--- config.mk ---
export PLATFORM = sky130hd
export DESIGN_NAME = csi_queue
export DESIGN_NICKNAME = d
export VERILOG_FILES = /design/src/hw/rtl/csi_pkg.sv /design/src/hw/rtl/csi_queue.sv
export SDC_FILE = /design/constraint.sdc
export NUM_CORES = 1
export LEC_CHECK = 0
export BUFFER_PORTS_ARGS = -buffer_cell sky130_fd_sc_hd__buf_2
export CAP_MARGIN = 40
export CORE_MARGIN = 5
export CORE_UTILIZATION = 57
export CTS_CLUSTER_DIAMETER = 50
export DETAILED_ROUTE_END_ITERATION = 8
export GPL_TIMING_DRIVEN = 0
export MAX_ROUTING_LAYER = met4
export PLACE_DENSITY = 0.79
export SYNTH_ARGS = -nofsm -noshare
export SYNTH_HDL_FRONTEND = slang
export SYNTH_SLANG_ARGS = --single-unit
--- constraint.sdc ---
create_clock -name clk -period 2.8 [get_ports clk]
set_clock_uncertainty 0.1 [all_clocks]
set_input_delay 0.14 -clock clk [delete_from_list [all_inputs] [get_ports clk]]
set_output_delay 0.14 -clock clk [all_outputs]
set_load 0.02 [all_outputs]
--- src/hw/rtl/csi_pkg.sv ---
package csi_pkg;

    localparam int VAL_W     = 32;
    localparam int CFG_W     = 32;
    localparam int RANGE_W   = 13;
    localparam int SLOT_W    = 12;
    localparam int CNT_W     = 17;
    localparam int POS_W     = 16;
    localparam int RAM_DEPTH = 4096;
    localparam int QDEPTH    = 4;
    localparam int QPTR_W    = 2;
    localparam int CFG_IDX_W = 2;

    localparam logic [RANGE_W-1:0] RANGE_MAX   = 13'd4096;
    localparam logic [RANGE_W-1:0] RANGE_RESET = 13'd256;

    typedef enum logic [CFG_IDX_W-1:0] {
        CFG_MIN_VALUE  = 2'd0,
        CFG_RANGE      = 2'd1,
        CFG_DESCENDING = 2'd2
    } cfg_idx_t;

    typedef enum logic {
        CMD_COUNT = 1'b0,
        CMD_PLACE = 1'b1
    } cmd_t;

    // one classified word from the front to the back
    typedef struct packed {
        logic               place;
        logic               hit;
        logic [SLOT_W-1:0]  slot;
        logic               last;
        logic [POS_W-1:0]   src;
        logic               err;
        logic [RANGE_W-1:0] rng;
        logic               desc;
    } csi_entry_t;

    typedef struct packed {
        logic full;
        logic empty;
    } csi_q_stat_t;

    typedef struct packed {
        logic sweeping;
    } csi_back_stat_t;

    typedef enum logic [2:0] {
        ST_RUN    = 3'b001,
        ST_PREFIX = 3'b010,
        ST_CLEAR  = 3'b100
    } csi_state_t;

endpackage

--- src/hw/rtl/csi_queue.sv ---
module csi_queue (
    input  logic                 clk,
    input  logic                 rst_n,
    input  logic                 push,
    input  csi_pkg::csi_entry_t  din,
    input  logic                 pop,
    output csi_pkg::csi_entry_t  head,
    output csi_pkg::csi_q_stat_t stat
);

    csi_pkg::csi_entry_t         mem_reg [csi_pkg::QDEPTH];
    logic [csi_pkg::QPTR_W-1:0]  wr_ptr_reg;
    logic [csi_pkg::QPTR_W-1:0]  rd_ptr_reg;
    logic [csi_pkg::QPTR_W:0]    count_reg;
    logic [csi_pkg::QPTR_W:0]    count_next;

    assign head       = mem_reg[rd_ptr_reg];
    assign stat.full  = (count_reg == (csi_pkg::QPTR_W+1)'(csi_pkg::QDEPTH));
    assign stat.empty = (count_reg == '0);

    always_comb
    begin
        count_next = count_reg;
        if (push && !pop)
            count_next = count_reg + 1'b1;
        else if (pop && !push)
            count_next = count_reg - 1'b1;
    end

    always_ff @(posedge clk)
    begin
        if (push)
        begin
            mem_reg[wr_ptr_reg] <= din;
        end
    end

    always_ff @(posedge clk or negedge rst_n)
    begin
        if (!rst_n)
        begin
            wr_ptr_reg <= '0;
            rd_ptr_reg <= '0;
            count_reg  <= '0;
        end
        else
        begin
            if (push)
                wr_ptr_reg <= wr_ptr_reg + 1'b1;
            if (pop)
                rd_ptr_reg <= rd_ptr_reg + 1'b1;
            count_reg <= count_next;
        end
    end

endmodule

== Word-level counts from Yosys, hierarchy flattened ==
Memory sizes are Yosys's and may differ from the RTL's.
Cells that the tools add are included.
Cells by class
  $add $sub $neg: 4
  equality and inequality tests: 1
  muxes and demuxes: 4
  reductions and logical operators: 6
Operator list (number)
  two-way mux 3 bit: 2
  adder 2 x 1 -> 2 bit (second input constant): 2
  adder 3 x 1 -> 3 bit (second input constant): 1
  == test 3 bit (second input constant): 1
  zero test 3 bit: 1
  subtractor 3 x 1 -> 3 bit (second input constant): 1
  logical AND 1 bit: 2
  zero test 1 bit: 2
  two-way mux 1 bit: 2
  nonzero test 2 bit: 1
Storage, ports and cells
  register bits after elaboration: 7
  bits in writable memories: 184
  output and inout port bits: 48
  logic and storage cells: 19
  memories kept: 1
Memory list
  mem_reg: depth 4, bits a word 46, rd ports 1, clocked after memory_dff 0, wr ports 1, line csi_queue.sv:11  | csi_pkg::csi_entry_t mem_reg [csi_pkg::QDEPTH];

== Depth between registers and ports, before layout ==
Gate-level depths: netlist (run 1).
  word-level depth: 4
  gate-level depth with buffers: 7

== Worst setup path after synthesis (run 1) ==
OpenSTA, ideal clock, no wires.
  path kind: register to register
  from: reg wr_ptr_reg[0] (netlist bit)
  to: mem mem_reg[2][0] (netlist bit), enable pin
  library setup time: 408 ps
  arrival: 1718 ps
  data required time: 2292 ps
  path slack: 574 ps
  stages on the path, launching flop included: 4
  cells stage by stage: dfrtp_1 > inv_1 > ha_1 > and2_1
RTL lines
  start: declaration: line csi_queue.sv:12  | logic [csi_pkg::QPTR_W-1:0] wr_ptr_reg;
  start signal: assignment: line csi_queue.sv:49  | wr_ptr_reg <= wr_ptr_reg + 1'b1;
  end: declaration: line csi_queue.sv:11
No word-level cell before the write port.

==> results of run 1 <==
-- layer usage --
metal  GRT usage [%]  wire length, um  vias to the layer above
met4            6.94              189                        0
met5               -                0                        -
met2            31.9             6870                       84
met1            23.4             5040                     1702
li1                -                -                     1500
met3            4.01              496                       12
-- synthesized netlist by cell type (all sizes together) --
cell type / n
clkbuf: 1
xor2: 4
inv: 4
o21ai: 1
mux4: 46
fa: 1
and2: 4
nor3b: 1
nor3: 1
nor2: 1
mux2: 1
buf: 9
ha: 5
nand2: 2
edfxtp: 184
xnor2: 2
dfrtp: 7
-- path summary, 6_finish.rpt --
check	startpoint	slack (ps)	endpoint
worst max register to register	wr_ptr_reg[0]$_DFFE_PN0P_	880	mem_reg[2][8]$_DFFE_PP_
worst min register to register	count_reg[2]$_DFFE_PN0P_	410	count_reg[2]$_DFFE_PN0P_
worst min-delay path	din[20]	370	mem_reg[0][20]$_DFFE_PP_
max in group asynchronous	rst_n	1730	wr_ptr_reg[0]$_DFFE_PN0P_
worst max-delay path	rd_ptr_reg[0]$_DFFE_PN0P_	630	head[21]
min in group asynchronous	rst_n	620	rd_ptr_reg[1]$_DFFE_PN0P_
-- cell type report --
class	count	area share, %
flip-flops and latches	191	64.7
multi-input cells	69	14.1
repair buffers	151	12.1
clock buffers	19	4.91
well taps	168	2.39
clock inverters	13	0.824
plain buffers	10	0.824
inverters	4	0.170
-- cells by family after synthesis --
logic type,share of synthesized area [%]
AO/OA/AOI/OAI,0.0712
adder cells (fa/ha/maj),1.18
flip-flops,81.2
XOR/XNOR,0.748
AND/OR/NAND/NOR,0.695
buffers and inverters,1.25
multiplexers,14.9
-- worst reg2reg max path, cell delays in order, from the launching register on --
cell and delay [ps]:
dfrtp_1 440, inv_1 120, ha_1 150, and2_2 500, buf_12 280
-- power breakdown --
group          switching, mW  internal [mW]  total [mW]
logic                   1.70           1.27        2.96
clock network          0.941           1.12        2.06
registers              0.157           3.74        3.90
-- repair_timing --
action                                 in CTS  in global routing
endpoints found under the hold margin     195                  0
gates resized for setup                     0                  0
hold buffers                               50                  0
==> impl_metrics.csv, run 1 <==
group,metric,value,unit
timing,finalCritPeriodShare,77.6,%
setup_path,cp_slowest_stage_delay,530,ps
grt,track_usage,19.1,%
drt,wl_per_cell,20.2,um
cells_and_area,final_cell_mix,"edfxtp_1, buf_2, dlygate4sd3_1",
yosys,syn-cell-area,7020,um2
grt,grt_pass1_wl,19900,um
setup_path,cpMaxStageDelayCell,"mux4_2",
drt,routed_wl,12600,um
setup_path,crit_path_end_kind,"primary output",
floorplan,io_pins,98,
grt,gr-total-overflow,0,
timing,tns,0,ps
timing,max_slew_margin,55.7,%
timing,fmax,0.461,GHz
min_path,whs_path_depth,2,
timing,grt_setup_unrepaired,"no",
power,ir_drop,713,uV
power,leakagePower,3.10,nW
setup_path,cp-start-kind,"flip-flop",
cells_and_area,fin_nets,500,
clocking,insertion_delay,410,ps
place,gp_congestion,0.678,
drt,drcViolationCount,0,
yosys,synth_seq_cells,191,
clocking,htreeDepth,4,
setup_path,crit_top_cell,"buf_6",
drt,drt.antenna.violating_nets,0,
yosys,yosys_warnings,0,
floorplan,core_area,12100,um2
yosys,ys_types,19,
drt,vias,3298,
yosys,synth_seq_area_share,81.2,%
yosys,synth_top_area_share,78.7,%
timing,whs,370,ps
setup_path,path_depth,4,
floorplan,start_util,58.2,%
cells_and_area,syn2layout_area_growth,25.4,%
yosys,syn_area_per_cell,25.6,um2
cells_and_area,final_area,8810,um2
timing,finalMaxSlewViolations,0,
cells_and_area,drive_above_1_share,40.9,%
cells_and_area,layout_commonest_cell,"edfxtp_1",
clocking,cts_inserted_buffers,17,
setup_path,cp_cell_sequence,"buf_6 > buf_6 > mux4_2 > buf_2",
yosys,syn_inst,274,
place,io_buffers,97,
grt,antenna_found_initial,0,
cells_and_area,largest_reg_flops,184,
power,finalPower,8.92,mW
drt,drtIter0Drc,292,
setup_path,path_max_fanout,10,
cells_and_area,stdcell_count,625,
grt,grt_pass1_vias,3696,
cells_and_area,regArea,5700,um2
cells_and_area,diodes,0,
yosys,yosys.area.top_type,"edfxtp_1",
cells_and_area,fillCellCount,709,
place,dp.final_hpwl,7700,um
grt,grt_start_max_net_pins,32,
floorplan,die_area,14600,um2
setup_path,cp.arrival,1930,ps
place,dp_cells,543,
clocking,post_cts_buffers,0,
place,dpl-instance-area,7800,um2
clocking,clockBufferDepth,2,
setup_path,reg2reg_depth,4,
drt,first_pass_iters,4,
setup_path,required,2560,ps
floorplan,die_h,121,um
drt,viasPerCell,5.28,
cells_and_area,multi_input_area,1240,um2
run_status,outcome,"complete, no violations",
yosys,synthTopCellsByArea,"edfxtp_1, mux4_2, dfrtp_1, ha_1, xor2_1",
clocking,cts_root_buf,"clkbuf_16",
timing,period_minus_slack,2170,ps
timing,fin_ws,629,ps
cells_and_area,utilization,73.0,%
timing,worstMarginPinSlew,664,ps
timing,setup_viol,0,
power,p_per_area,1010,nW/um2
place,dpl_worst_slack,885,ps
min_path,hold_class,"in2reg",
setup_path,path_buf_inv,3,
clocking,cts_num_sinks,191,
timing,finalHoldViolCount,0,
setup_path,setup.worst_path.class,"reg2out",
clocking,path_clk_slew,60,ps
floorplan,die_w,121,um
setup_path,critPathTopFamily,"buffers and inverters",
floorplan,rows,40,
job,maxCapViolations,0,
yosys,synth_nets,330,
clocking,cts_tree,"built",
Note: power is estimated with default switching activity, not from simulation.
==> inputs of run 2 (changes only) <==
--- a/config.mk
+++ b/config.mk
@@ -8,12 +8,12 @@
 export BUFFER_PORTS_ARGS = -buffer_cell sky130_fd_sc_hd__buf_2
 export CAP_MARGIN = 40
 export CORE_MARGIN = 5
-export CORE_UTILIZATION = 57
+export CORE_UTILIZATION = 51
 export CTS_CLUSTER_DIAMETER = 50
 export DETAILED_ROUTE_END_ITERATION = 8
 export GPL_TIMING_DRIVEN = 0
 export MAX_ROUTING_LAYER = met4
-export PLACE_DENSITY = 0.79
+export PLACE_DENSITY = 0.75
 export SYNTH_ARGS = -nofsm -noshare
 export SYNTH_HDL_FRONTEND = slang
 export SYNTH_SLANG_ARGS = --single-unit
==> constraint.sdc (replaced) <==
create_clock -name clk -period 1.8 [get_ports clk]
set_clock_uncertainty 0.1 [all_clocks]
set_input_delay 0.09 -clock clk [delete_from_list [all_inputs] [get_ports clk]]
set_output_delay 0.09 -clock clk [all_outputs]
set_load 0.02 [all_outputs]
==> run 2 against run 1 <==
Effect of this change:
- the run now ends with setup timing left
- cell count grew 3.8%
- design area grew 8.2%
- total power grew 84%
- sequential power grew 56%
- die area grew 11%
- register-to-register slack lost 780 ps
- global-route usage shrank 0.91 points
- core utilization shrank 1.9 points
- count of clock-buffer cells in the layout shrank 2
- combinational power grew 110%
- largest power group is now combinational logic
==> impl_metrics.csv, run 2 (synthesis gave the netlist of run 1 again) <==
group,metric,value,unit
floorplan,core_area,13400,um2
timing,finalCritPeriodShare,113,%
power,p_per_area,1720,nW/um2
setup_path,required,1610,ps
drt,drt.antenna.violating_nets,0,
place,dp.final_hpwl,7890,um
power,p_switching,4.81,mW
power,swShare,29.3,%
cells_and_area,diodes,0,
clocking,cts_tree,"built",
timing,finalMaxSlewViolations,0,
min_path,min_to,"mem_reg[1][0]$_DFFE_PP_",
power,p_int,11.6,mW
timing,tns,-8900,ps
power,p_clk_share,25.8,%
setup_path,crit_path_end_kind,"primary output",
grt,gr-total-overflow,0,
timing,grt_setup_unrepaired,"yes",
place,io_buffers,97,
timing,period_minus_slack,2030,ps
drt,routed_wl,13600,um
min_path,hp-start,"din[0]",
clocking,path_clk_slew,70,ps
setup_path,cp_slowest_stage_delay,510,ps
setup_path,cp_cell_sequence,"buf_12 > clkbuf_16 > mux4_2 > buf_6",
setup_path,r2r_slack,100,ps
drt,wl_per_cell,21.0,um
power,ir_drop,1100,uV
timing,worstMarginPinSlew,359,ps
min_path,hold_class,"in2reg",
drt,drcViolationCount,0,
grt,track_usage,18.2,%
grt,grt_pass1_wl,20800,um
cells_and_area,layout_commonest_cell,"edfxtp_1",
floorplan,io_pins,98,
floorplan,die_w,127,um
cells_and_area,fillCellCount,786,
power,power_frac_comb,37.2,%
timing,max_slew_margin,76.1,%
timing,finalHoldViolCount,0,
setup_path,path_max_fanout,8,
clocking,cts_root_buf,"clkbuf_16",
cells_and_area,multi_input_area,1250,um2
clocking,clockBufferDepth,2,
clocking,insertion_delay,430,ps
timing,setup_viol,46,
clocking,cts_num_sinks,191,
cells_and_area,drive_above_1_share,44.4,%
power,leakagePower,3.41,nW
grt,grt_start_max_net_pins,28,
floorplan,rows,42,
place,dp_cells,553,
cells_and_area,largest_reg_flops,184,
setup_path,worstReg2RegStart,"wr_ptr_reg[0]$_DFFE_PN0P_",
setup_path,reg2reg_depth,4,
timing,fmax,0.492,GHz
setup_path,r2r-end,"mem_reg[2][43]$_DFFE_PP_",
floorplan,die_h,127,um
cells_and_area,regArea,5700,um2
floorplan,start_util,52.4,%
clocking,cts_inserted_buffers,17,
min_path,whs_path_depth,2,
setup_path,cp.arrival,1840,ps
drt,drtIter0Drc,298,
cells_and_area,fin_nets,516,
setup_path,path_buf_inv,3,
power,p_seq_share,37.0,%
timing,fin_ws,-233,ps
cells_and_area,final_cell_mix,"edfxtp_1, buf_2, dlygate4sd3_1",
cells_and_area,syn2layout_area_growth,35.7,%
place,gp_congestion,0.710,
drt,first_pass_iters,4,
cells_and_area,stdcell_count,649,
drt,viasPerCell,5.34,
clocking,htreeDepth,4,
setup_path,cpMaxStageDelayCell,"mux4_2",
drt,vias,3466,
setup_path,cp-start-kind,"flip-flop",
setup_path,setup.worst_path.class,"reg2out",
grt,antenna_found_initial,0,
floorplan,die_area,16200,um2
run_status,outcome,"finished, violations left",
setup_path,critPathTopFamily,"multiplexers",
run_status,violations,"setup timing",
job,maxCapViolations,0,
grt,grt_pass1_vias,3789,
run 2: cell count changes in the layout (fill, tap and decap cells not counted), moves of 4 or more:
cell,change
buf_2,-41
buf_4,+11
bufinv_16,+6
clkinv_2,-5
clkinv_4,+4
and2_4,+4
buf_16,+5
buf_6,+35
run 2: layout make-up:
class / count / share of cell area [%]
multi-input cells: 70 / 13.1
clock inverters: 15 / 2.72
repair buffers: 166 / 16.1
inverters: 4 / 0.157
well taps: 176 / 2.31
flip-flops and latches: 191 / 59.8
clock buffers: 17 / 4.46
plain buffers: 10 / 1.33
run 2: routing by layer:
metal | share of wire (%) | vias up | track usage [%]
li1 | - | 1537 | -
met1 | 40 | 1816 | 21.7
met2 | 54 | 96 | 30.1
met3 | 4.3 | 17 | 4.67
met4 | 1.4 | 0 | 7.07
met5 | 0 | - | -
run 2: power groups by stage:
stage	clock network (mW)	registers, mW	logic, mW
floorplan	0	6.07	3.17
detailed placement	0	6.16	4.74
global route	4.53	6.14	6.45
finish	4.24	6.07	6.10
CTS	4.32	6.08	5.43
global placement	0	6.12	4.48
run 2: stage by stage:
| step | instance area (um2) | power [mW] | setup slack [ps] | hold WS, ps | utilization [%] |
|---|---|---|---|---|---|
| 6_report | 9530 | 16.4 | -233 | 313 | 71.1 |
| 5_1_grt | 9530 | 17.1 | -290 | 301 | 71.1 |
| 4_1_cts | 9270 | 15.8 | -247 | 289 | 69.2 |
| 3_5_place_dp | 7890 | 10.9 | -151 | -169 | 58.8 |
| 3_3_place_gp | 7730 | 10.6 | -407 | -173 | 57.7 |
| 2_1_floorplan | 7030 | 9.24 | 64.8 | -306 | - |
run 2: worst reg2reg max path, stage by stage (launching register included):
cell and delay, ps:
dfrtp_1 430, inv_1 100, ha_1 210, and2_4 290, buf_12 240
run 2: what timing repair did:
action	4_1_cts	5_1_grt
endpoints found under the setup margin	136	109
hold endpoints to repair	195	0
setup buffers	6	4
hold buffers	50	0
gates cloned	1	3
resized for setup	39	57
pin swaps	0	0
run 2: how the worst max path moves through the flow:
stage	start	slack (ps)	to	cells after the start
detailed placement	wr_ptr_reg[0]$_DFFE_PN0P_	-150	mem_reg[2][4]$_DFFE_PP_	4
global placement	wr_ptr_reg[0]$_DFFE_PN0P_	-410	mem_reg[2][4]$_DFFE_PP_	3
finish	rd_ptr_reg[0]$_DFFE_PN0P_	-230	head[16]	4
global route	rd_ptr_reg[0]$_DFFE_PN0P_	-290	head[12]	3
CTS	rd_ptr_reg[0]$_DFFE_PN0P_	-250	head[18]	4
floorplan	wr_ptr_reg[0]$_DFFE_PN0P_	60	mem_reg[2][0]$_DFFE_PP_	3
