**src/hw/rtl/csi_pkg.sv**
```systemverilog
package csi_pkg;

    localparam int VAL_W     = 32;
    localparam int CFG_W     = 32;
    localparam int RANGE_W   = 13;
    localparam int SLOT_W    = 12;
    localparam int CNT_W     = 17;
    localparam int POS_W     = 16;
    localparam int RAM_DEPTH = 4096;
    localparam int QDEPTH    = 4;
    localparam int QPTR_W    = 2;
    localparam int CFG_IDX_W = 2;

    localparam logic [RANGE_W-1:0] RANGE_MAX   = 13'd4096;
    localparam logic [RANGE_W-1:0] RANGE_RESET = 13'd256;

    typedef enum logic [CFG_IDX_W-1:0] {
        CFG_MIN_VALUE  = 2'd0,
        CFG_RANGE      = 2'd1,
        CFG_DESCENDING = 2'd2
    } cfg_idx_t;

    typedef enum logic {
        CMD_COUNT = 1'b0,
        CMD_PLACE = 1'b1
    } cmd_t;

    // one classified word from the front to the back
    typedef struct packed {
        logic               place;
        logic               hit;
        logic [SLOT_W-1:0]  slot;
        logic               last;
        logic [POS_W-1:0]   src;
        logic               err;
        logic [RANGE_W-1:0] rng;
        logic               desc;
    } csi_entry_t;

    typedef struct packed {
        logic full;
        logic empty;
    } csi_q_stat_t;

    typedef struct packed {
        logic sweeping;
    } csi_back_stat_t;

    typedef enum logic [2:0] {
        ST_RUN    = 3'b001,
        ST_PREFIX = 3'b010,
        ST_CLEAR  = 3'b100
    } csi_state_t;

endpackage

```
**src/hw/rtl/csi_front.sv**
```systemverilog
module csi_front (
    input  logic                          clk,
    input  logic                          rst_n,
    input  logic                          start,
    input  logic                          cmd,
    input  logic [csi_pkg::VAL_W-1:0]     value,
    input  logic                          is_null,
    input  logic                          last,
    input  logic                          cfg_we,
    input  logic [csi_pkg::CFG_IDX_W-1:0] cfg_index,
    input  logic [csi_pkg::CFG_W-1:0]     cfg_data,
    input  csi_pkg::csi_q_stat_t          q_stat,
    output logic                          push,
    output csi_pkg::csi_entry_t           entry
);

    logic [csi_pkg::VAL_W-1:0]   min_reg;
    logic [csi_pkg::RANGE_W-1:0] range_reg;
    logic                        desc_reg;
    logic                        err_reg;
    logic                        err_next;
    logic [csi_pkg::POS_W-1:0]   cnt_reg;
    logic [csi_pkg::POS_W-1:0]   cnt_next;
    logic [csi_pkg::RANGE_W-1:0] rng_eff;
    logic [csi_pkg::VAL_W:0]     diff;
    logic                        hit;

    always_ff @(posedge clk or negedge rst_n)
    begin
        if (!rst_n)
        begin
            min_reg   <= '0;
            range_reg <= csi_pkg::RANGE_RESET;
            desc_reg  <= 1'b0;
        end
        else if (cfg_we)
        begin
            case (cfg_index)
                csi_pkg::CFG_MIN_VALUE:  min_reg   <= cfg_data;
                csi_pkg::CFG_RANGE:      range_reg <= cfg_data[csi_pkg::RANGE_W-1:0];
                csi_pkg::CFG_DESCENDING: desc_reg  <= cfg_data[0];
                default: ;
            endcase
        end
    end

    always_comb
    begin
        if (range_reg == '0)
            rng_eff = {{(csi_pkg::RANGE_W-1){1'b0}}, 1'b1};
        else if (range_reg > csi_pkg::RANGE_MAX)
            rng_eff = csi_pkg::RANGE_MAX;
        else
            rng_eff = range_reg;
    end

    // 33-bit signed offset from min_value
    assign diff = {value[csi_pkg::VAL_W-1], value} - {min_reg[csi_pkg::VAL_W-1], min_reg};
    assign hit  = !is_null && !diff[csi_pkg::VAL_W]
                  && (diff[csi_pkg::VAL_W-1:0]
                      < {{(csi_pkg::VAL_W-csi_pkg::RANGE_W){1'b0}}, rng_eff});

    assign push     = start && !q_stat.full;
    assign err_next = err_reg || (!is_null && !hit);
    assign cnt_next = last ? '0 : cnt_reg + 1'b1;

    always_ff @(posedge clk or negedge rst_n)
    begin
        if (!rst_n)
        begin
            err_reg <= 1'b0;
            cnt_reg <= '0;
        end
        else if (push)
        begin
            err_reg <= err_next;
            cnt_reg <= cnt_next;
        end
    end

    always_comb
    begin
        entry.place = (cmd == csi_pkg::CMD_PLACE);
        entry.hit   = hit;
        entry.slot  = diff[csi_pkg::SLOT_W-1:0];
        entry.last  = last;
        entry.src   = cnt_reg;
        entry.err   = err_next;
        entry.rng   = rng_eff;
        entry.desc  = desc_reg;
    end

endmodule

```
**config.mk**
```make
export PLATFORM = sky130hd
export DESIGN_NAME = csi_front
export DESIGN_NICKNAME = d
export VERILOG_FILES = /design/src/hw/rtl/csi_pkg.sv /design/src/hw/rtl/csi_front.sv
export SDC_FILE = /design/constraint.sdc
export NUM_CORES = 1
export LEC_CHECK = 0
export ABC_AREA = 1
export ABC_CLOCK_PERIOD_IN_PS = 5100
export BUFFER_PORTS_ARGS = -buffer_cell sky130_fd_sc_hd__buf_2
export CELL_PAD_IN_SITES_DETAIL_PLACEMENT = 1
export CELL_PAD_IN_SITES_GLOBAL_PLACEMENT = 1
export CORE_ASPECT_RATIO = 1.75
export CORE_UTILIZATION = 41
export DETAILED_ROUTE_END_ITERATION = 7
export PLACE_DENSITY_LB_ADDON = 0.3
export SKIP_CTS_REPAIR_TIMING = 1
export SYNTH_ARGS = -nofsm -noshare
export SYNTH_HDL_FRONTEND = slang
export SYNTH_SLANG_ARGS = --single-unit
```
**constraint.sdc**
```tcl
create_clock -name clk -period 5.1 [get_ports clk]
set_input_delay 0.765 -clock clk [delete_from_list [all_inputs] [get_ports clk]]
set_output_delay 0.765 -clock clk [all_outputs]
set_load 0.05 [all_outputs]
```
Word-level counts from Yosys, hierarchy flattened
Index checks and enable logic that the tools add are counted.

word-level totals
  bits in registers = 63
  latch bits = 0
  bits in writable memories = 0
  bits in read-only memories = 0
  bits of input ports = 75
  output and inout bits = 47
  word-level logic and storage cells = 28
  memories kept = 0

operators by class
  add/subtract/negate cells = 2
  $mul = 0
  divide/modulo/power cells = 0
  $lt $le $gt $ge = 2
  equal/unequal tests = 2
  shifts and indexed selects = 0
  muxes and demuxes = 3
  bitwise operators = 0
  reductions and logical operators = 14

operators with widths
  operator               count
  $sub 32x32->33         1
  $lt 32x13->1           1
  $mux 13                2
  $add 16x1->16 const B  1
  $mux 16                1
  $gt 13x13->1 const B   1
  $logic_not 13->1       1
  $reduce_and 2->1       3
  $logic_and 1x1->1      4
  $logic_not 1->1        4
  $eq 2x1->1 const B     1
  $eq 2x2->1 const B     1
  $logic_not 2->1        1
  $logic_or 1x1->1       1

Depth between registers and ports, before layout
Gate-level depths: netlist (run 1).

  depth in word-level cells = 8
  depth in mapped cells = 21

Worst setup path after synthesis (run 1)
Ideal clock, no wire load.

  path kind = input to output
  from = input port value[2] in the netlist's numbering
  to = output port entry[14] in the netlist's numbering
  arrival time = 3660 ps
  data required time = 4335 ps
  path slack = 675 ps
  cell stages on the path = 19
  path buffers = 2
  cell sequence = ha_1 buf_2 a21oi_2 nand2_2 nand2_1 nand2_2 nand2_1 nand2_1 xor2_1 ha_1 a21oi_1 o21ai_0 nand2_1 nand2_1 nor2_1 nand4_1 nand2_1 nand2_1 buf_4

RTL lines
  what                RTL line         text
  start: declaration  csi_front.sv:6   input logic [csi_pkg::VAL_W-1:0] value,
  end: declaration    csi_front.sv:14  output csi_pkg::csi_entry_t entry

==> flow_summary.ini, run 1 <==
[min_path]
hold_class = flop to flop
whs_endpoint = cnt_reg[15]
hp-start = cnt_reg[15]
holdPathStages = 1

[placed_design]
dpl_cell_area_um2 = 6570
dp.cells = 1230
post-dp-hpwl_um = 16000
io_buffers = 118
gp_congestion = 0.879

[pwr]
p_sw_share_pct = 46.9
pwr-share-comb_pct = 50.3
ir_worst_vdd_mv = 0.283
internal-power_uw = 1390
seqPwrFrac_pct = 23.0
p_switching_uw = 1230
power_density_nw_per_um2 = 380
p_leak_uw = 0.00414
p_total_uw = 2620
clock_power_share_pct = 26.7

[clocking]
cts.clk_slew.worst_paths_ns = 0.06
clock_path_buffers = 2
ctsHtreeMaxLevel = 3
clock_sinks = 63
cts_buffers = 9
cts-root-buf = clkbuf_16
tritoncts = done
clk_latency_ns = 0.34

[setup_path]
reg2reg_to = err_reg
ff2ff_path_depth = 18
start_kind = input pin
critPathArrivalTime_ns = 3.76
cp_max_fo = 4
r2r-start = min_reg[2]
endpoint_kind = output port
r2r_slack_ns = 2.04
required_ns = 4.34
critical_path_class = input pin to output port

[floorplan]
io_pins = 122
rows = 57
start_util_pct = 42.0
fp.dieH_um = 160
dieWidth_um = 92.0
coreArea_um2 = 13800
die_area_um2 = 14700

[detailed_routing]
drc = 0
vias = 6219
drt-total-wl_um = 19200
first_pass_iters = 4
antenna_left = 0
dr.first_iter.drc_count = 158
vias_per_cell = 4.99
post_drt_wl_per_cell_um = 15.4

[cells_and_area]
multi_input_area_um2 = 3380
nNetsFinal = 1185
drive_gt1_share_pct = 17.1
antennaDiodeCount = 0
largest_reg_flops = 32
design_area_um2 = 6900
nFillCells = 1955
syn2layout_area_growth_pct = 18.7
layoutNonFillerInstCount = 1246
seqCellArea_um2 = 1580

[sta]
holdWs_ns = 0.468
max_freq_ghz = 0.221
drv_slew = 0
hold_viol_final = 0
tns_ns = 0
fin_skew_ns = 0.00847
fin_crit_ns = 4.53
tightest_slew_ns = 0.885
slew_headroom_pct = 41.0
setup_viol = 0
rsz0062_at_grt = false
fin_crit_sh_pct = 88.7

[synthesis]
yosysWarnings = 0
ys_seq_elements = 63
syn_inst = 948
syn-num-nets = 1069
ys_seq_area_share_pct = 27.1
synth.distinct_cells = 36
synth.avg_cell_area_um2 = 6.13
synth_area_leaders = dfrtp_1 27%, nand2_1 20%, inv_1 13%
yosysTopAreaCellShare_pct = 26.7
syn_area_um2 = 5820
synth_top_area_cell = dfrtp_1

[grt]
grt_pass1_wl_um = 31200
antenna_found_initial = 0
grt_max_degree = 65
first_global_vias = 6561
grt_usage_pct = 27.5
grt-ovfl-total = 0

[run]
drv_cap = 0

[status]
status = finished clean
[cell families (layout without fill, tap and decap cells)]
logic type	Yosys count	after routing	synth area share [%]
AOI/OAI and AO/OA	102	102	9.29
xor gates and xnor gates	11	11	1.66
buffers and inverters	224	345	14.8
adders and majority gates	46	46	10.0
DFF	63	63	27.1
and+or+nand+nor	502	502	37.1
[power by group through the flow]
stage / Combinational (uW) / Sequential (uW) / Clock [uW]
floorplan: 931 / 616 / 0
global placement: 1270 / 607 / 0
detailed placement: 1310 / 610 / 0
CTS: 1330 / 602 / 714
global route: 1450 / 609 / 731
finish: 1320 / 602 / 700
[critical path, cell delays in order]
cell and delay [ns]:
buf_2 0.09, inv_1 0.05, ha_1 0.15, inv_1 0.09, fa_1 0.47, nand2_1 0.09
nand3_1 0.09, nand3_1 0.10, nand2_2 0.11, nand2_1 0.08, nand2_1 0.12, xor2_1 0.18
ha_1 0.28, nand3_1 0.10, nor3_1 0.24, nand2_1 0.11, nand4_1 0.13, nand2_1 0.13
nand2_1 0.10, buf_2 0.27
[metrics by stage]
stage / worst slack (ns) / util [%]
floorplan: 0.675 / -
global placement: 0.770 / 47.5
detailed placement: 0.609 / 47.5
CTS: 0.588 / 49.9
global route: 0.346 / 49.9
finish: 0.574 / 49.9
[Yosys cell counts, drive strengths merged]
library cell,n
nand2,316
inv,208
nor2,101
dfrtp,62
a21oi,55
ha,45
nand3,44
o21ai,38
nor3,13
xor2,11
clkbuf,9
nand4,9
nand3b,8
and2,7
buf,6
o21bai,4
a211oi,2
a21o,2
and3,2
clkinv,1
dfstp,1
fa,1
nor4,1
o21a,1
or2,1
[cells in the final DEF (no fill, tap or decap), types with 3 or more instances in the layout]
| master | Yosys | layout |
|---|---|---|
| nor3_2 | 3 | 3 |
| nand2_1 | 304 | 304 |
| nor2_2 | 10 | 10 |
| ha_1 | 45 | 45 |
| o21bai_1 | 4 | 4 |
| inv_2 | 11 | 11 |
| nand3b_1 | 8 | 8 |
| nand3_1 | 42 | 41 |
| dfrtp_1 | 62 | 62 |
| nand2_2 | 12 | 12 |
| inv_1 | 197 | 197 |
| xor2_1 | 11 | 11 |
| and2_1 | 5 | 5 |
| clkbuf_16 | 0 | 9 |
| nand3_2 | 2 | 3 |
| nor2_4 | 4 | 4 |
| nor2_1 | 87 | 87 |
| buf_2 | 1 | 118 |
| a21oi_1 | 53 | 53 |
| nand4_1 | 9 | 9 |
| nor3_1 | 9 | 9 |
| o21ai_0 | 37 | 37 |
[worst max path at each step]
stage                         from   endpoint  slack [ns]  cells after the start
after floorplan           value[2]  entry[14]        0.67                     19
after global placement    value[0]  entry[14]        0.77                     20
after detailed placement  value[0]  entry[14]        0.61                     20
after CTS                 value[0]  entry[14]        0.59                     20
after global routing      value[0]  entry[14]        0.35                     20
final                     value[0]  entry[14]        0.57                     20
[layout make-up]
cell class                 instances  area share [%]
clock buffer                      10            3.46
clock inverter                     6            1.34
inverter                         209            11.4
multi-input combinational        661            49.0
tap                              177            3.21
sequential                        63            22.9
timing repair buffer             120            8.77
[layer usage]
metal,routed length [um],track usage (%)
met3,467,3.30
met1,6520,25.3
met2,11000,55.1
met5,0,0
met4,1230,16.5
No activity file was read; power rests on OpenSTA's default activity.
==> run 2, diff against run 1 <==
- ABC_CLOCK_PERIOD_IN_PS: 5100 -> 4600
- CORE_UTILIZATION: 41 -> 38
- clock period: 5.1 -> 4.6 ns (I/O delays scaled with it)
==> run 2 against run 1 <==
- flip-flop and latch count stayed put
- setup slack worse by 0.23 ns
- register-to-register slack worse by 0.47 ns
- worst hold slack worse by 0.025 ns
- wire length is 1.3% higher
- highest routed layer unchanged
- largest power group unchanged
- final area is 0.34% lower
- total power is 8.9% higher
- global-route usage is 1.8 points lower
- count of clock-buffer cells in the layout is 1 lower
- die area is 7.8% higher
==> flow_summary.ini, run 2 (synthesis results as in run 1) <==
[status]
status = finished clean

[setup_path]
path_buf_inv = 4
cp_max_fo = 4
start_kind = input pin
max_stage_delay_ns = 0.46
slowest_stage = fa_1
critPathArrivalTime_ns = 3.57
r2r-start = min_reg[3]
cp_cell_sequence = buf_2 -> inv_1 -> ha_1 -> inv_1 -> fa_1 -> nand2_1 -> nand3_1 -> nand3_1 -> nand2_2 -> nand2_1 -> nand2_1 -> xor2_1 -> ha_1 -> nand3_1 -> nor2_1 -> nand2_1 -> nand2_1 -> nor2_1 -> nand4_1 -> nand2_1 -> nand2_1 -> buf_2
path_delay_family = simple AND/OR/NAND/NOR gates
endpoint_kind = output port
cp-startpoint = value[0]
required_ns = 3.91
critical_path_class = input pin to output port
cp_common_cell = nand2_1

[cells_and_area]
largest_reg_flops = 32
drive_gt1_share_pct = 17.1
nFillCells = 2133
syn2layout_area_growth_pct = 18.3
nNetsFinal = 1185
final_cell_mix = 304 x nand2_1, 197 x inv_1, 118 x buf_2
mostFrequentLayoutCell = nand2_1

[grt]
grt_max_degree = 65
grt_usage_pct = 25.7
grt_pass1_wl_um = 31200
antenna_found_initial = 1
first_global_vias = 6500
grt-ovfl-total = 0

[clocking]
clk_latency_ns = 0.34
clock_sinks = 63
clock_path_buffers = 2
cts.clk_slew.worst_paths_ns = 0.06
cts_buffers = 9
tritoncts = done
ctsHtreeMaxLevel = 3
cts-root-buf = clkbuf_16

[floorplan]
dieWidth_um = 95.5
fp.dieH_um = 166
rows = 59
die_area_um2 = 15800
start_util_pct = 39.0
coreArea_um2 = 14900
io_pins = 122

[sta]
holdWs_ns = 0.444
fin_skew_ns = 0.00678
setup_viol = 0
hold_viol_final = 0
rsz0062_at_grt = false
tns_ns = 0
slew_headroom_pct = 41.8
fin_crit_sh_pct = 92.6
tightest_slew_ns = 0.870
drv_slew = 0
fin_crit_ns = 4.26
max_freq_ghz = 0.235

[detailed_routing]
vias = 6215
drt-total-wl_um = 19500
antenna_left = 0
vias_per_cell = 4.96
post_drt_wl_per_cell_um = 15.5
dr.first_iter.drc_count = 148
first_pass_iters = 6
drc = 0

[pwr]
ir_worst_vdd_mv = 0.255
p_leak_uw = 0.00412
power_density_nw_per_um2 = 415

[placed_design]
io_buffers = 118
gp_congestion = 0.918
post-dp-hpwl_um = 16000

[run]
drv_cap = 0

[min_path]
hold_class = input pin to async pin
run 2: cell count changes in the layout (fill, tap and decap cells not counted), sizes merged:
cell	change
bufinv	-1
clkinv	+2
diode	+1
clkbuf	-1
run 2: cell type report:
class                      count  area [um2]  area share [%]
clock inverter                 7        72.6            1.05
inverter                     209         785            11.4
timing repair buffer         120         606            8.80
multi-input combinational    661        3380            49.2
antenna                        1        2.50          0.0364
sequential                    63        1580            22.9
tap                          183         229            3.33
clock buffer                   9         225            3.27
run 2: metrics by stage:
stage	area, um2	utilization [%]	std cells	worst slack (ns)	power (uW)
finish	6880	46.1	1253	0.340	2850
global route	6880	46.1	1253	0.105	3050
CTS	6880	46.1	1252	0.312	2880
detailed placement	6580	44.1	1236	0.315	2120
global placement	6580	44.1	1236	0.438	2090
floorplan	5820	-	948	0.325	1720
run 2: worst paths after layout:
check                      depth (start not counted)  slack, ns           end
setup / recovery                                  22       0.34     entry[14]
hold / removal                                     1       0.44   min_reg[30]
setup reg to reg                                  18       1.57       err_reg
hold reg to reg                                    1       0.46   cnt_reg[15]
max in group asynchronous                          2       3.19  range_reg[8]
min in group clk                                   1       0.46   cnt_reg[15]
run 2: metal layers:
| layer | GRT usage (%) | routed length [um] | vias up |
|---|---|---|---|
| met5 | 0 | 0 | - |
| met4 | 15.7 | 1220 | 0 |
| met3 | 3.26 | 519 | 63 |
| met2 | 49.4 | 10800 | 155 |
| met1 | 24.5 | 6880 | 2881 |
| li1 | - | - | 3116 |
run 2: where the power goes:
part,internal (uW),switching [uW]
Combinational,428,1040
Clock,421,296
Sequential,625,40.6
Total,1470,1380
==> run 3, diff against run 2 <==
- ABC_AREA: 1 -> default
- ABC_CLOCK_PERIOD_IN_PS: 4600 -> 4400
- CORE_UTILIZATION: 38 -> 40
- clock period: 4.6 -> 4.4 ns (I/O delays scaled with it)
==> run 3 against run 2 <==
- the run now ends with setup timing left
- flip-flop and latch count stayed put
- final area fell by 3.3%
- global-route usage is 1.3 points higher
- final cell count decreased by 25%
- highest routed layer unchanged
==> flow_summary.ini, run 3 <==
[detailed_routing]
post_drt_wl_per_cell_um = 18.3
vias_per_cell = 5.45
wl_met1_um = 5940
antenna_left = 0
top_layer_used = met4
met3_length_um = 531
dr.first_iter.drc_count = 125
drt-total-wl_um = 17200
vias = 5137
wl_met2_um = 9860
drc = 0
first_pass_iters = 4

[floorplan]
dieWidth_um = 87.3
die_area_um2 = 13200
rows = 54
io_pins = 122
fp.dieH_um = 151
start_util_pct = 40.9
coreArea_um2 = 12400

[clocking]
cts.clk_slew.worst_paths_ns = 0.06
cts_buffers = 9
ctsHtreeMaxLevel = 3
clock_sinks = 63
clk_latency_ns = 0.34
clock_path_buffers = 2
cts-root-buf = clkbuf_16
tritoncts = done

[pwr]
p_leak_uw = 0.00325
power_density_nw_per_um2 = 481
ir_worst_vdd_mv = 0.232

[synthesis]
synth_commonest_cells = 80 x nand2_1, 62 x dfrtp_1, 57 x inv_1
synth_area_leaders = dfrtp_1 30%, ha_1 11%, nand2_1 5.9%
synth_edf_count = 0
synth_xor_area_share_pct = 4.65
synthAdderAreaFrac_pct = 11.5
synthArstFlopShare_pct = 100
ys.flop_type = dfrtp_1
synth_mux_area_share_pct = 5.02
synth_top_area_cell = dfrtp_1
synth.distinct_cells = 67
synth_compound_area_share_pct = 21.6
syn_area_um2 = 5090
syn_inst = 618
synth_top_family_by_area = compound AO/OA/AOI/OAI gates
yosysTopAreaCellShare_pct = 30.5
synth-simple-area-share_pct = 19.7
ys_seq_area_share_pct = 31.0
yosysMostFrequentCell = nand2_1
ys_seq_elements = 63
syn-num-nets = 739
yosysWarnings = 0
synth.avg_cell_area_um2 = 8.23

[sta]
fin_crit_sh_pct = 110
tightest_slew_ns = 0.751
setup_viol = 2
slew_headroom_pct = 49.8
hold_viol_final = 0
fin_crit_ns = 4.83
fin_skew_ns = 0.00562
max_freq_ghz = 0.207
setup_ws_ns = -0.427
rsz0062_at_grt = true
tns_ns = -0.843
drv_slew = 0

[setup_path]
critical_path_class = input pin to output port
endpoint_kind = output port
start_kind = input pin
critPathArrivalTime_ns = 4.17
required_ns = 3.74
cp_max_fo = 3

[grt]
grt_max_degree = 64
grt_pass1_wl_um = 26800
grt-ovfl-total = 0
grt_usage_pct = 27.0
first_global_vias = 5462
antenna_found_initial = 0

[run]
drv_cap = 0

[status]
status = finished with violations
violations = setup timing

[min_path]
hold_class = input pin to async pin

[cells_and_area]
final_cell_mix = 115 x buf_2, 80 x nand2_1, 62 x dfrtp_1
syn2layout_area_growth_pct = 30.8
nNetsFinal = 891
antennaDiodeCount = 0
mostFrequentLayoutCell = buf_2
drive_gt1_share_pct = 30.8
largest_reg_flops = 32

[placed_design]
pre_cts_ws_ns = -0.530
io_buffers = 118
gp_congestion = 0.894
post-dp-hpwl_um = 14100
run 3: cell types whose count changed after synthesis, sizes merged, moves of 17 or more:
cell | before | now
mux2 | 0 | 17
nand2 | 316 | 81
inv | 208 | 57
a21oi | 55 | 35
nor2 | 101 | 46
nand3 | 44 | 8
o21ai | 38 | 66
run 3: cell type report:
class	count	area (um2)
clock inverters	6	61.3
flip-flops and latches	63	1580
fillers	1590	5780
multi-input cells	473	3370
repair buffers	166	975
well taps	168	210
clock buffers	10	229
inverters	57	226
run 3: metal layers:
layer | vias up | global-route usage (%)
met5 | - | 0
met2 | 129 | 54.7
met3 | 46 | 4.31
li1 | 2474 | -
met4 | 0 | 15.4
met1 | 2488 | 24.1
run 3: cells by family (layout without fill, tap and decap cells):
family / Yosys count / after routing
simple gates: 206 / 206
xor+xnor: 27 / 27
compound gates: 171 / 171
mux: 23 / 23
flops: 63 / 63
buf+inv: 82 / 239
fa+ha+maj: 46 / 46
run 3: worst paths after layout:
check | cells past startpoint | to | start | slack, ns
min in group clk | 2 | err_reg | err_reg | 0.49
worst min register to register | 2 | err_reg | err_reg | 0.49
max in group asynchronous | 2 | min_reg[27] | rst_n | 3.15
worst max register to register | 18 | err_reg | min_reg[0] | 0.55
worst max-delay path | 20 | entry[14] | value[0] | -0.43
worst min-delay path | 1 | min_reg[11] | rst_n | 0.31
run 3: stage by stage:
| step | utilization (%) | instances | hold WS, ns | cell area [um2] | total power (uW) |
|---|---|---|---|---|---|
| 2_1_floorplan | - | 618 | 0.364 | 5270 | 1890 |
| 3_3_place_gp | 50.5 | 923 | 0.446 | 6280 | 2370 |
| 3_5_place_dp | 50.5 | 923 | 0.475 | 6280 | 2430 |
| 4_1_cts | 52.9 | 939 | 0.336 | 6570 | 3180 |
| 5_1_grt | 53.5 | 943 | 0.372 | 6650 | 3390 |
| 6_report | 53.5 | 943 | 0.313 | 6650 | 3200 |
run 3: critical path: stages:
cell	delay [ns]
buf_12	0.11
inv_12	0.04
ha_4	0.12
inv_2	0.04
fa_2	0.36
a211oi_4	0.27
o211ai_1	0.19
o21ai_2	0.17
xnor2_4	0.12
ha_2	0.20
a21o_1	0.17
a21o_1	0.18
a21o_1	0.18
a221o_1	0.35
nor3_2	0.15
and4_1	0.22
o2111a_1	0.18
and4_4	0.25
o21ai_2	0.07
buf_6	0.15
run 3: power breakdown:
group / internal (uW) / switching, uW
registers: 661 / 48.9
clock network: 437 / 284
logic: 676 / 1090
total: 1770 / 1430
